### config.mk
export PLATFORM = sky130hd
export DESIGN_NAME = indirect_block_map_walker
export DESIGN_NICKNAME = d
export VERILOG_FILES = /design/src/rtl/core/ibmw_pkg.sv /design/src/rtl/core/ibmw_ctrl.sv /design/src/rtl/core/ibmw_datapath.sv /design/src/rtl/core/indirect_block_map_walker.sv
export SDC_FILE = /design/constraint.sdc
export NUM_CORES = 1
export LEC_CHECK = 0
export BUFFER_PORTS_ARGS = -buffer_cell sky130_fd_sc_hd__buf_4
export CAP_MARGIN = 10
export CORE_MARGIN = 2
export CORE_UTILIZATION = 55
export CTS_CLUSTER_SIZE = 28
export DETAILED_ROUTE_END_ITERATION = 10
export GPL_TIMING_DRIVEN = 0
export PLACE_DENSITY = 0.73
export SLEW_MARGIN = 20
export SYNTH_ARGS = -nofsm -noshare
export SYNTH_HDL_FRONTEND = slang
export SYNTH_SLANG_ARGS = --single-unit
### constraint.sdc
create_clock -name clk_i -period 5.83 [get_ports clk_i]
set_input_delay 0.583 -clock clk_i [delete_from_list [all_inputs] [get_ports clk_i]]
set_output_delay 0.583 -clock clk_i [all_outputs]
set_load 0.1 [all_outputs]
### src/rtl/core/ibmw_pkg.sv
// ----------------------------------------------------------------------------
// ibmw_pkg: shared types and constants of the indirect block map walker
// Field widths, status and kind codes, controller states and the range
// thresholds of the three indirect levels for each supported block size.
// ----------------------------------------------------------------------------
package ibmw_pkg;

  // field widths
  localparam int unsigned CFG_W       = 4;
  localparam int unsigned IDX_W       = 32;
  localparam int unsigned BN_W        = 32;
  localparam int unsigned WIDX_W      = 10;
  localparam int unsigned OFS_W       = 20;
  localparam int unsigned SLOT_W      = 4;
  localparam int unsigned S_TDATA_W   = 104;
  localparam int unsigned M_TDATA_W   = 48;

  // inode pointer layout
  localparam int unsigned DIRECT_SLOTS = 12;
  localparam int unsigned SLOT_COUNT   = 15;
  localparam logic [SLOT_W-1:0] SLOT_SINGLE = 4'd12;
  localparam logic [SLOT_W-1:0] SLOT_DOUBLE = 4'd13;
  localparam logic [SLOT_W-1:0] SLOT_TRIPLE = 4'd14;

  // supported pointers-per-block exponents
  localparam logic [CFG_W-1:0] LOG2_MIN   = 4'd8;
  localparam logic [CFG_W-1:0] LOG2_MID   = 4'd9;
  localparam logic [CFG_W-1:0] LOG2_MAX   = 4'd10;
  localparam logic [CFG_W-1:0] LOG2_RESET = 4'd8;

  typedef enum logic [1:0] {
    KIND_LOOKUP = 2'd0,
    KIND_DATA   = 2'd1,
    KIND_LOAD   = 2'd2,
    KIND_NONE   = 2'd3
  } kind_e;

  typedef enum logic [2:0] {
    ST_REQUEST  = 3'd0,
    ST_MAPPED   = 3'd1,
    ST_RANGE    = 3'd2,
    ST_FAILED   = 3'd3,
    ST_PROTOCOL = 3'd4
  } status_e;

  typedef enum logic [2:0] {
    CS_IDLE = 3'b001,
    CS_EXEC = 3'b010,
    CS_OUT  = 3'b100
  } ctrl_state_e;

  // controller to datapath
  typedef struct packed {
    logic capture;
    logic execute;
  } dp_cmd_t;

  // datapath to controller
  typedef struct packed {
    logic       has_result;
    logic       busy;
    logic [1:0] levels;
  } dp_stat_t;

  // upper bounds (exclusive) of the single, double and triple ranges
  typedef struct packed {
    logic [IDX_W-1:0] t1;
    logic [IDX_W-1:0] t2;
    logic [IDX_W-1:0] t3;
  } thresh_t;

  function automatic thresh_t range_bounds(input logic [CFG_W-1:0] l);
    thresh_t r;
    case (l)
      LOG2_MID: begin
        r.t1 = 32'(DIRECT_SLOTS + 2**9);
        r.t2 = 32'(DIRECT_SLOTS + 2**9 + 2**18);
        r.t3 = 32'(DIRECT_SLOTS + 2**9 + 2**18 + 2**27);
      end
      LOG2_MAX: begin
        r.t1 = 32'(DIRECT_SLOTS + 2**10);
        r.t2 = 32'(DIRECT_SLOTS + 2**10 + 2**20);
        r.t3 = 32'(DIRECT_SLOTS + 2**10 + 2**20 + 2**30);
      end
      default: begin
        r.t1 = 32'(DIRECT_SLOTS + 2**8);
        r.t2 = 32'(DIRECT_SLOTS + 2**8 + 2**16);
        r.t3 = 32'(DIRECT_SLOTS + 2**8 + 2**16 + 2**24);
      end
    endcase
    return r;
  endfunction

  // low-bit mask of one level's word index
  function automatic logic [WIDX_W-1:0] level_mask(input logic [CFG_W-1:0] l);
    logic [WIDX_W-1:0] m;
    case (l)
      LOG2_MID: m = 10'h1ff;
      LOG2_MAX: m = 10'h3ff;
      default:  m = 10'h0ff;
    endcase
    return m;
  endfunction

endpackage

### src/rtl/core/ibmw_ctrl.sv
// ----------------------------------------------------------------------------
// ibmw_ctrl: sequencing controller
// Takes one item, lets the datapath process it, then holds the result, if
// the item has one, until the downstream side takes the transfer.
// ----------------------------------------------------------------------------
module ibmw_ctrl import ibmw_pkg::*; (
  input  logic     clk_i,
  input  logic     rst_ni,
  input  logic     in_valid_i,
  output logic     in_ready_o,
  output logic     out_valid_o,
  input  logic     out_ready_i,
  input  dp_stat_t stat_i,
  output dp_cmd_t  cmd_o
);

  ctrl_state_e state_q, state_d;

  // next state
  always_comb begin
    state_d = state_q;
    case (state_q)
      CS_IDLE: begin
        if (in_valid_i) state_d = CS_EXEC;
      end
      CS_EXEC: begin
        state_d = stat_i.has_result ? CS_OUT : CS_IDLE;
      end
      CS_OUT: begin
        if (out_ready_i) state_d = CS_IDLE;
      end
      default: state_d = CS_IDLE;
    endcase
  end

  always_ff @(posedge clk_i or negedge rst_ni) begin
    if (!rst_ni) begin
      state_q <= CS_IDLE;
    end else begin
      state_q <= state_d;
    end
  end

  // handshakes and commands
  assign in_ready_o    = (state_q == CS_IDLE);
  assign out_valid_o   = (state_q == CS_OUT);
  assign cmd_o.capture = in_ready_o && in_valid_i;
  assign cmd_o.execute = (state_q == CS_EXEC);

endmodule

### src/rtl/core/ibmw_datapath.sv
// ----------------------------------------------------------------------------
// ibmw_datapath: pointer store, walk state and result register
// Classifies a lookup against the level bounds, steps the walk on
// returned words and loads inode pointer slots.
// ----------------------------------------------------------------------------
module ibmw_datapath import ibmw_pkg::*; (
  input  logic              clk_i,
  input  logic              rst_ni,
  input  dp_cmd_t           cmd_i,
  output dp_stat_t          stat_o,
  input  logic              cfg_we_i,
  input  logic [CFG_W-1:0]  cfg_data_i,
  input  kind_e             kind_i,
  input  logic [IDX_W-1:0]  logical_index_i,
  input  logic [BN_W-1:0]   read_word_i,
  input  logic              read_error_i,
  input  logic [SLOT_W-1:0] pointer_slot_i,
  input  logic [BN_W-1:0]   pointer_value_i,
  output status_e           status_o,
  output logic [BN_W-1:0]   block_number_o,
  output logic [WIDX_W-1:0] word_index_o
);

  // configuration and walk state
  logic [CFG_W-1:0] wpb_log2_q;
  logic             busy_q, busy_d;
  logic [1:0]       levels_q, levels_d;
  logic [OFS_W-1:0] ofs_q, ofs_d;

  // captured item
  kind_e             kind_q;
  logic [IDX_W-1:0]  idx_q;
  logic [BN_W-1:0]   rword_q;
  logic              rerr_q;
  logic [SLOT_W-1:0] slot_q;
  logic [BN_W-1:0]   pval_q;

  // pointer store and result
  logic [BN_W-1:0]   ptr_q [SLOT_COUNT];
  status_e           res_status_q, res_status_d;
  logic [BN_W-1:0]   res_block_q, res_block_d;
  logic [WIDX_W-1:0] res_word_q, res_word_d;
  logic              has_result;
  logic              ptr_we;

  // derived values
  logic [CFG_W-1:0]  l;
  logic [WIDX_W-1:0] lmask;
  thresh_t           bnd;
  logic [SLOT_W-1:0] rd_slot;
  logic [BN_W-1:0]   ptr_rd;
  logic [IDX_W-1:0]  d1, d2, d3;
  logic [IDX_W-1:0]  d2_sh, d3_sh;
  logic [4:0]        l2;
  logic              in_direct, in_single, in_double, in_triple;
  logic [OFS_W-1:0]  ofs_sh;
  logic [CFG_W-1:0]  walk_shift;

  // clamp the block size exponent
  always_comb begin
    if (wpb_log2_q < LOG2_MIN)      l = LOG2_MIN;
    else if (wpb_log2_q > LOG2_MAX) l = LOG2_MAX;
    else                            l = wpb_log2_q;
  end

  assign lmask = level_mask(l);
  assign bnd   = range_bounds(l);
  assign l2    = {l, 1'b0};

  // range classification, compares run side by side
  assign in_direct = idx_q < IDX_W'(DIRECT_SLOTS);
  assign in_single = idx_q < bnd.t1;
  assign in_double = idx_q < bnd.t2;
  assign in_triple = idx_q < bnd.t3;

  assign d1    = idx_q - IDX_W'(DIRECT_SLOTS);
  assign d2    = idx_q - bnd.t1;
  assign d3    = idx_q - bnd.t2;
  assign d2_sh = d2 >> l;
  assign d3_sh = d3 >> l2;

  // pointer slot for the lookup
  always_comb begin
    if (in_direct)      rd_slot = idx_q[SLOT_W-1:0];
    else if (in_single) rd_slot = SLOT_SINGLE;
    else if (in_double) rd_slot = SLOT_DOUBLE;
    else                rd_slot = SLOT_TRIPLE;
  end

  always_comb begin
    if (rd_slot <= SLOT_TRIPLE) ptr_rd = ptr_q[rd_slot];
    else                        ptr_rd = '0;
  end

  // walk step on a returned word
  assign walk_shift = (levels_q == 2'd2) ? l : '0;
  assign ofs_sh     = ofs_q >> walk_shift;

  // item processing
  always_comb begin
    busy_d       = busy_q;
    levels_d     = levels_q;
    ofs_d        = ofs_q;
    res_status_d = res_status_q;
    res_block_d  = res_block_q;
    res_word_d   = res_word_q;
    has_result   = 1'b0;
    ptr_we       = 1'b0;
    case (kind_q)
      KIND_LOOKUP: begin
        has_result   = 1'b1;
        res_block_d  = '0;
        res_word_d   = '0;
        if (busy_q) begin
          res_status_d = ST_PROTOCOL;
        end else if (in_direct) begin
          res_status_d = ST_MAPPED;
          res_block_d  = ptr_rd;
        end else if (in_single) begin
          res_status_d = ST_REQUEST;
          res_block_d  = ptr_rd;
          res_word_d   = d1[WIDX_W-1:0];
          busy_d       = 1'b1;
          levels_d     = 2'd0;
          ofs_d        = '0;
        end else if (in_double) begin
          res_status_d = ST_REQUEST;
          res_block_d  = ptr_rd;
          res_word_d   = d2_sh[WIDX_W-1:0];
          busy_d       = 1'b1;
          levels_d     = 2'd1;
          ofs_d        = {{(OFS_W-WIDX_W){1'b0}}, d2[WIDX_W-1:0] & lmask};
        end else if (in_triple) begin
          res_status_d = ST_REQUEST;
          res_block_d  = ptr_rd;
          res_word_d   = d3_sh[WIDX_W-1:0];
          busy_d       = 1'b1;
          levels_d     = 2'd2;
          ofs_d        = OFS_W'(d3[OFS_W-1:0] & ~({OFS_W{1'b1}} << l2));
        end else begin
          res_status_d = ST_RANGE;
        end
      end
      KIND_DATA: begin
        has_result  = 1'b1;
        res_block_d = '0;
        res_word_d  = '0;
        if (!busy_q) begin
          res_status_d = ST_PROTOCOL;
        end else if (rerr_q) begin
          res_status_d = ST_FAILED;
          busy_d       = 1'b0;
          levels_d     = 2'd0;
          ofs_d        = '0;
        end else if (levels_q == 2'd0) begin
          res_status_d = ST_MAPPED;
          res_block_d  = rword_q;
          busy_d       = 1'b0;
          ofs_d        = '0;
        end else begin
          res_status_d = ST_REQUEST;
          res_block_d  = rword_q;
          res_word_d   = ofs_sh[WIDX_W-1:0] & lmask;
          ofs_d        = (levels_q == 2'd2) ?
                         (ofs_q & {{(OFS_W-WIDX_W){1'b0}}, lmask}) : '0;
          levels_d     = levels_q - 2'd1;
        end
      end
      KIND_LOAD: begin
        ptr_we = (slot_q <= SLOT_TRIPLE);
      end
      default: ;
    endcase
  end

  // control state
  always_ff @(posedge clk_i or negedge rst_ni) begin
    if (!rst_ni) begin
      wpb_log2_q <= LOG2_RESET;
      busy_q     <= 1'b0;
      levels_q   <= 2'd0;
      ofs_q      <= '0;
    end else begin
      if (cfg_we_i) wpb_log2_q <= cfg_data_i;
      if (cmd_i.execute) begin
        busy_q   <= busy_d;
        levels_q <= levels_d;
        ofs_q    <= ofs_d;
      end
    end
  end

  // item capture
  always_ff @(posedge clk_i) begin
    if (cmd_i.capture) begin
      kind_q  <= kind_i;
      idx_q   <= logical_index_i;
      rword_q <= read_word_i;
      rerr_q  <= read_error_i;
      slot_q  <= pointer_slot_i;
      pval_q  <= pointer_value_i;
    end
  end

  // result register and pointer store
  always_ff @(posedge clk_i) begin
    if (cmd_i.execute) begin
      res_status_q <= res_status_d;
      res_block_q  <= res_block_d;
      res_word_q   <= res_word_d;
      if (ptr_we) ptr_q[slot_q] <= pval_q;
    end
  end

  assign stat_o.has_result = has_result;
  assign stat_o.busy       = busy_q;
  assign stat_o.levels     = levels_q;
  assign status_o          = res_status_q;
  assign block_number_o    = res_block_q;
  assign word_index_o      = res_word_q;

endmodule

### src/rtl/core/indirect_block_map_walker.sv
// ----------------------------------------------------------------------------
// indirect_block_map_walker: logical to disk block mapping through inode
// pointers with single, double and triple indirect levels
// ----------------------------------------------------------------------------
// Usage:
// - s_axis carries one item per transfer; tuser is the kind (lookup,
//   returned read data, pointer load), tdata the remaining fields.
// - m_axis carries zero or one result per item; tuser is the status,
//   tdata the block number and word index. A read request on m_axis is
//   answered by a data item on s_axis once the word has been read.
// - cfg_* writes log2 of pointers per block; write it only while idle.
// - One item is handled at a time: accept, processing in the datapath,
//   then the result register. The controller's three-state sequence
//   (idle, execute, output) steps each item; an item without a result
//   returns from execute to idle and skips the output state.
// - While the receiver stalls, the result holds and s_axis_tready stays
//   low. Reset clears the walk, returns to idle and sets the block size
//   exponent to 8; inode pointers are undefined until loaded.
// ----------------------------------------------------------------------------
module indirect_block_map_walker import ibmw_pkg::*; (
  input  logic                 clk_i,
  input  logic                 rst_ni,
  // config write channel
  input  logic                 cfg_valid_i,
  output logic                 cfg_ready_o,
  input  logic [CFG_W-1:0]     cfg_data_i,
  // input stream
  input  logic                 s_axis_tvalid,
  output logic                 s_axis_tready,
  // [31:0] logical_index, [63:32] read_word, [64] read_error,
  // [68:65] pointer_slot, [100:69] pointer_value, [103:101] zero
  input  logic [S_TDATA_W-1:0] s_axis_tdata,
  // [1:0] kind
  input  logic [1:0]           s_axis_tuser,
  // output stream
  output logic                 m_axis_tvalid,
  input  logic                 m_axis_tready,
  // [31:0] block_number, [41:32] word_index, [47:42] zero
  output logic [M_TDATA_W-1:0] m_axis_tdata,
  // [2:0] status
  output logic [2:0]           m_axis_tuser
);

  dp_cmd_t           cmd;
  dp_stat_t          stat;
  status_e           status;
  logic [BN_W-1:0]   block_number;
  logic [WIDX_W-1:0] word_index;

  // config always taken
  assign cfg_ready_o = 1'b1;

  ibmw_ctrl u_ctrl (
    .clk_i       (clk_i),
    .rst_ni      (rst_ni),
    .in_valid_i  (s_axis_tvalid),
    .in_ready_o  (s_axis_tready),
    .out_valid_o (m_axis_tvalid),
    .out_ready_i (m_axis_tready),
    .stat_i      (stat),
    .cmd_o       (cmd)
  );

  ibmw_datapath u_datapath (
    .clk_i           (clk_i),
    .rst_ni          (rst_ni),
    .cmd_i           (cmd),
    .stat_o          (stat),
    .cfg_we_i        (cfg_valid_i && cfg_ready_o),
    .cfg_data_i      (cfg_data_i),
    .kind_i          (kind_e'(s_axis_tuser)),
    .logical_index_i (s_axis_tdata[31:0]),
    .read_word_i     (s_axis_tdata[63:32]),
    .read_error_i    (s_axis_tdata[64]),
    .pointer_slot_i  (s_axis_tdata[68:65]),
    .pointer_value_i (s_axis_tdata[100:69]),
    .status_o        (status),
    .block_number_o  (block_number),
    .word_index_o    (word_index)
  );

  // output packing
  assign m_axis_tdata = {{(M_TDATA_W-BN_W-WIDX_W){1'b0}}, word_index, block_number};
  assign m_axis_tuser = status;

  // one item at a time: never ready while a result waits
  a_no_overlap: assert property (@(posedge clk_i) disable iff (!rst_ni)
    !(s_axis_tready && m_axis_tvalid))
    else $error("input ready while result pending");

  // an accepted item closes the input for the next cycle
  a_accept_closes: assert property (@(posedge clk_i) disable iff (!rst_ni)
    (s_axis_tvalid && s_axis_tready) |=> !s_axis_tready)
    else $error("input still ready after accept");

  // pending levels only during a walk
  a_levels_idle: assert property (@(posedge clk_i) disable iff (!rst_ni)
    !stat.busy |-> (stat.levels == 2'd0))
    else $error("levels left without a walk");

  // only read requests carry a word index
  a_word_idx: assert property (@(posedge clk_i) disable iff (!rst_ni)
    (m_axis_tvalid && (m_axis_tuser != ST_REQUEST)) |-> (m_axis_tdata[41:32] == '0))
    else $error("word index on a non-request result");

endmodule

# Word level (Yosys, flattened, before mapping)

Memory sizes are Yosys's and may differ from the RTL's.
Cells that the tools add are included.

$add $sub $neg: 4
$lt $le $gt $ge: 8
Equality and inequality tests: 15
Shift operators: 4
Mux-type cells: 72
Bitwise logic cells: 5
Reductions and logical operators: 9

Operator list:

| cell                  | number |
|---|---|
| $mux 32               | 8 |
| $mux 20               | 9 |
| $pmux 75 s2           | 1 |
| $mux 10               | 8 |
| $lt 32x32->1          | 2 |
| $pmux 32 s2           | 1 |
| $pmux 10 s2           | 2 |
| $pmux 20 s2           | 1 |
| $lt 32x11->1          | 1 |
| $lt 32x4->1 const B   | 1 |
| $shr 32x4->10         | 1 |
| $shr 32x5->10         | 1 |
| $sub 32x11->32        | 1 |
| $sub 32x32->32        | 1 |
| $mux 3                | 9 |
| $and 10x10->10        | 2 |
| $and 20x10->20        | 1 |
| $and 20x20->20        | 1 |
| $mux 2                | 10 |
| $mux 4                | 5 |
| $not 20->20           | 1 |
| $shl 20x5->20 const A | 1 |
| $shr 20x4->10         | 1 |
| $mux 1                | 14 |
| other kinds (26)      | 34 |

Flip-flop bits (word level): 178
RAM bits: 480
Input bits: 115
Logic and storage cells: 132
Memories: 1

Memory list:

| memory           | words | bits a word | read ports | clocked after Yosys merged registers in | wr ports | line                | source |
|---|---|---|---|---|---|---|---|
| u_datapath.ptr_q | 15    | 32          | 1          | 0                                       | 1        | ibmw_datapath.sv:39 | `logic [BN_W-1:0] ptr_q [SLOT_COUNT];` |

# Logic depth before layout (Yosys ltp)

Depth in word-level cells: 17
Depth in mapped cells: 19

# By module

A second synthesis with hierarchy kept.

Cells, all modules: 1,748
Area, all modules: 26,950.8 um2

Modules (own cells, without submodules):

| module                    | instances | cells each | area each (um2) | seq. area each (um2) |
|---|---|---|---|---|
| ibmw_datapath             | 1         | 1,727      | 26,738.1        | 19,535.0 |
| ibmw_ctrl                 | 1         | 12         | 152.6           | 76.3 |
| indirect_block_map_walker | 1         | 9          | 60.1            | 0.0 |

# Least setup slack after synthesis

Ideal clock, no wire load.

Kind: reg-to-reg
From: register u_ctrl.state_q[0]
To: register u_datapath.idx_q[0], enable pin
Library setup time: 0.473 ns
Arrival time: 5.403 ns
Setup slack: -0.046 ns
Cell stages (with the launch flop): 3
Buffers on the path: 0
Period minus slack after synthesis: 5.876 ns
Path through: dfstp_2 -> nor3b_1 -> and2_1

RTL lines:

| item                   | line                 | source |
|---|---|---|
| start, declared        | ibmw_ctrl.sv:17      | `ctrl_state_e state_q, state_d;` |
| start signal, assigned | ibmw_ctrl.sv:40      | `state_q <= state_d;` |
| end signal, assigned   | ibmw_datapath.sv:197 | `idx_q <= logical_index_i;` |
| end, declared          | ibmw_datapath.sv:32  | `logic [IDX_W-1:0] idx_q;` |

# Final worst setup path

From: register u_datapath.wpb_log2_q[3]
To: register u_datapath.res_block_q[31], in the netlist u_datapath.block_number_o[31] (data pin)

Word-level cells in the longest chain between the ends: 17
Elaborated cells on any way between the ends: 22
Those cells by class: order compare: 6; eq/ne: 2; mux: 13; memory: 1

Ends and longest elaborated chain:

| item                                 | line                 | source |
|---|---|---|
| start, declared                      | ibmw_datapath.sv:25  | `logic [CFG_W-1:0] wpb_log2_q;` |
| start signal, assigned               | ibmw_datapath.sv:184 | `if (cfg_we_i) wpb_log2_q <= cfg_data_i;` |
| $gt 4x4->1                           | ibmw_datapath.sv:62  | `else if (wpb_log2_q > LOG2_MAX) l = LOG2_MAX;` |
| $mux 4                               | ibmw_datapath.sv:62  |  |
| $mux 4 (*)                           | ibmw_datapath.sv:61  | `if (wpb_log2_q < LOG2_MIN) l = LOG2_MIN;` |
| $eq 4x4->1                           | ibmw_pkg.sv:74       | `case (l)` |
| $pmux 75 s2 (*)                      | ibmw_pkg.sv:74       |  |
| $lt 32x32->1                         | ibmw_datapath.sv:73  | `assign in_double = idx_q < bnd.t2;` |
| $mux 2                               | ibmw_datapath.sv:86  | `else if (in_double) rd_slot = SLOT_DOUBLE;` |
| $mux 4                               | ibmw_datapath.sv:85  | `else if (in_single) rd_slot = SLOT_SINGLE;` |
| [... 2 more ...]                     | -                    |  |
| $mux 32                              | ibmw_datapath.sv:91  | `if (rd_slot <= SLOT_TRIPLE) ptr_rd = ptr_q[rd_slot];` |
| $mux 32                              | ibmw_datapath.sv:133 | `end else if (in_triple) begin` |
| $mux 32                              | ibmw_datapath.sv:126 | `end else if (in_double) begin` |
| $mux 32                              | ibmw_datapath.sv:119 | `end else if (in_single) begin` |
| $mux 32 (*)                          | ibmw_datapath.sv:116 | `end else if (in_direct) begin` |
| $mux 32 (*)                          | ibmw_datapath.sv:114 | `if (busy_q) begin` |
| $pmux 32 s2 (*)                      | ibmw_datapath.sv:109 | `case (kind_q)` |
| named net u_datapath.res_block_d[31] | ibmw_datapath.sv:41  | `logic [BN_W-1:0] res_block_q, res_block_d;` |
| end signal, assigned                 | ibmw_datapath.sv:209 | `res_block_q <= res_block_d;` |
| end, declared                        | ibmw_datapath.sv:41  |  |

Mark *: on every way through the listed nets, which the timed path passes. The rest lies on a longest branch.
A chain may end at the register's enable or synchronous reset.

==> flow_metrics.env <==
export IMPL_ys_ff_latch=658
export IMPL_cpMaxStageDelayCell="clkbuf_1"
export IMPL_setup_viol=0
export IMPL_relSlewSlack_pct=40.7
export IMPL_cts_buffer_depth=3
export IMPL_cts_root_buf="clkbuf_16"
export IMPL_endpoint_kind="flip-flop"
export IMPL_period_share_pct=96.1
export IMPL_drive_gt1_share_pct=17.2
export IMPL_dp_hpwl_um=51300
export IMPL_vias=18922
export IMPL_fin_nets=2436
export IMPL_slew_violations=0
export IMPL_via_per_inst=6.26
export IMPL_cp_start_kind="flip-flop"
export IMPL_grt_pass1_vias=18300
export IMPL_yosysWarnings=0
export IMPL_h_tree_depth=3
export IMPL_crit_fanout=12
export IMPL_antenna_found_initial=1
export IMPL_antennaDiodeCount=0
export IMPL_cts_made_buffers=68
export IMPL_syn_area_um2=27100
export IMPL_grt_remaining_overflow=0
export IMPL_rows=81
export IMPL_cellLeakagePower_nw=11.1
export IMPL_clock_fmax_mhz=179
export IMPL_dp_cells=2901
export IMPL_avgSynthCellArea_um2=13.3
export IMPL_areaGrowthSynthToFinish_pct=18.3
export IMPL_finish_instance_area_um2=32000
export IMPL_grt_max_degree=55
export IMPL_ir_drop_mv=0.266
export IMPL_drt_initial_drc_count=2726
export IMPL_antenna_left=0
export IMPL_synthDistinctLibCells=87
export IMPL_cts_sinks=658
export IMPL_cp_required_ps=6190
export IMPL_cp_top_family="buffers and inverters"
export IMPL_synthCells=2039
export IMPL_clock_latency_ps=610
export IMPL_holdCritPathClass="in2reg"
export IMPL_powerDensity_nw_per_um2=350
export IMPL_placed_area_um2=29800
export IMPL_grt_setup_unrepaired="false"
export IMPL_port_buffers=158
export IMPL_status="finished, final reports clean"
export IMPL_synth_edf_count=628
export IMPL_path_buf_inv=5
export IMPL_dp_slack_ps=-171
export IMPL_finalClockSkew_ps=33.0
export IMPL_coreArea_um2=48700
export IMPL_path_cells="nand2_1 > nor3_2 > inv_1 > clkbuf_1 > buf_1 > ha_1 > and4b_1 > a21boi_2 > o31ai_4 > nand2_2 > a22oi_4 > buf_2 > clkbuf_1 > nand2_1 > a21oi_1 > nor2_1 > a21oi_1"
export IMPL_cap_violations=0
export IMPL_grt_pass1_wl_um=113000
export IMPL_die_w_um=226
export IMPL_drc_errors=0
export IMPL_cts_tree="done"
export IMPL_die_y_um=226
export IMPL_layout_setup_ws_ps=229
export IMPL_drt_wl_total_um=76800
export IMPL_min_period_ps=5600
export IMPL_final_hold_viol_count=0
export IMPL_drt_first_pass_iters=6
export IMPL_die_area_um2=51000
export IMPL_synth_seq_area_share_pct=72.4
export IMPL_tightest_slew_ps=889
export IMPL_multi_input_area_um2=6980
export IMPL_grtUsageTotal_pct=30.3
export IMPL_cpPeakStageDelay_ps=600
export IMPL_clk_pin_slew_ps=60
export IMPL_fill_cells=3390
export IMPL_synthFlopType="edfxtp_1"
export IMPL_yosys_area_top_type_share_pct=69.7
export IMPL_wl_per_cell_um=25.4
export IMPL_io_pins=169
export IMPL_async_flop_share_pct=4.56
export IMPL_path_class="reg2reg"
export IMPL_synth_top_area_cell="edfxtp_1"
export IMPL_regArea_um2=19600
export IMPL_start_util_pct=55.5
export IMPL_synthTopCellsByArea="edfxtp_1, nand2_1, a21oi_1"
export IMPL_globalplace_congestion=0.918
export IMPL_cp_data_arrival_time_ps=5960
export IMPL_p_total_mw=11.2
export IMPL_postCtsSetupBuffers=0
export IMPL_instances_no_fill=3023
final timing paths:
path                                          start                       endpoint  slack, ps  cells after the start
setup / recovery           u_datapath.wpb_log2_q[3]  u_datapath.block_number_o[31]        230                     17
hold / removal                     s_axis_tdata[16]           u_datapath.idx_q[16]        140                      1
setup reg to reg           u_datapath.wpb_log2_q[3]  u_datapath.block_number_o[31]        230                     17
hold reg to reg                u_datapath.ofs_q[19]           u_datapath.ofs_q[19]        480                      2
max in group asynchronous                    rst_ni              u_ctrl.state_q[0]       5030                      2
min in group asynchronous                    rst_ni           u_datapath.ofs_q[13]        460                      2
timing repair:
item	in CTS	in global routing
pin swaps	0	0
endpoints found under the setup margin	17	31
resized for setup	1	12
hold endpoints to repair	28	0
hold buffers	1	0
metal layers:
metal | vias to the layer above | part of all wire, % | global-route usage, %
met5 | - | 0.017 | 0
met4 | 2 | 4.2 | 13.1
li1 | 8237 | - | -
met1 | 9224 | 38 | 40.9
met2 | 1240 | 47 | 48.0
met3 | 219 | 11 | 6.32
cell families (layout without fill, tap and decap cells):
family,after synthesis,count (layout),synth area share [%]
XOR/XNOR,29,29,0.938
multiplexers,27,27,1.03
other,2,7,0.0277
AO/OA/AOI/OAI,454,454,11.2
adder cells (fa/ha/maj),13,13,0.601
flip-flops,658,658,72.4
buffers and inverters,136,451,2.32
AND/OR/NAND/NOR,720,720,11.4
cells in the final DEF, fill, tap and decap left out, types with 6 or more instances in the layout:
cell type	instances
nand2_1	458
xnor2_1	16
nor2_1	76
a211oi_1	43
conb_1	7
clkbuf_2	7
edfxtp_1	628
nand2b_1	10
buf_4	190
o21ai_0	76
ha_1	13
o211ai_1	9
a32oi_1	33
inv_1	12
buf_16	12
buf_12	6
nand3_1	78
clkbuf_1	69
nor3_2	7
mux2i_1	20
dfrtp_1	28
nor2_4	12
buf_2	35
a221o_1	32
a21oi_1	147
nand4_1	6
o31ai_1	11
clkbuf_16	72
nor4_1	6
clkinv_1	14
nor3_1	20
mux2_2	7
clkinv_2	13
a31oi_1	43
xor2_1	13
report_power, final:
group	switching [mW]	internal [mW]	total [mW]
Clock	1.80	2.48	4.28
Combinational	0.752	0.362	1.11
Sequential	0.289	5.54	5.83
stage by stage:
stage	hold WS [ps]	util, %	setup TNS, ps
after floorplan	287	-	0
after global placement	460	59.7	-11790
after detailed placement	462	61.2	-312
after CTS	123	65.7	0
after global routing	127	65.7	0
final	142	65.7	0
final cells by class:
type | count | area share [%]
Sequential cell | 658 | 61.2
Multi-Input combinational cell | 1250 | 21.8
Clock buffer | 82 | 5.74
Timing Repair Buffer | 194 | 5.56
Tap cell | 664 | 2.59
Buffer | 122 | 1.82
Clock inverter | 39 | 1.09
Inverter | 14 | 0.164
Yosys cell counts (3+ instances only):
cell / number
mux2_2: 7
nor3b_1: 4
a211oi_1: 43
a32oi_1: 33
buf_1: 4
nand3_1: 78
a21o_1: 4
and3_1: 3
o22ai_1: 5
a221o_1: 32
xnor2_1: 16
o211ai_1: 9
or3_1: 5
nand2_1: 458
ha_1: 13
o21ai_0: 76
a211o_1: 3
and2_1: 6
o21ai_1: 5
buf_2: 35
a221oi_1: 4
o221ai_1: 4
mux2i_1: 20
nor4_1: 6
nand4b_1: 4
nor3_1: 27
nor2b_1: 3
o21a_1: 5
a21oi_1: 147
o31ai_1: 11
nand4_1: 6
edfxtp_1: 628
dfrtp_1: 28
nor2_1: 89
a31oi_1: 43
xor2_1: 13
buf_4: 17
inv_1: 12
clkbuf_1: 63
nand2b_1: 10
sequential cells by signal (all words and copies together), names as in the netlist:
signal / flops
u_datapath.ofs_q: 20
u_datapath.levels_q: 2
u_datapath.kind_q: 2
u_datapath.ptr_q: 480
u_datapath.wpb_log2_q: 4
u_datapath.rerr_q: 1
u_datapath.slot_q: 4
u_datapath.busy_q: 1
u_datapath.rword_q: 32
u_datapath.block_number_o: 32
u_datapath.word_index_o: 10
u_ctrl.state_q: 3
u_datapath.pval_q: 32
u_datapath.idx_q: 32
u_datapath.status_o: 3
Note: power is estimated with default switching activity, not from simulation.
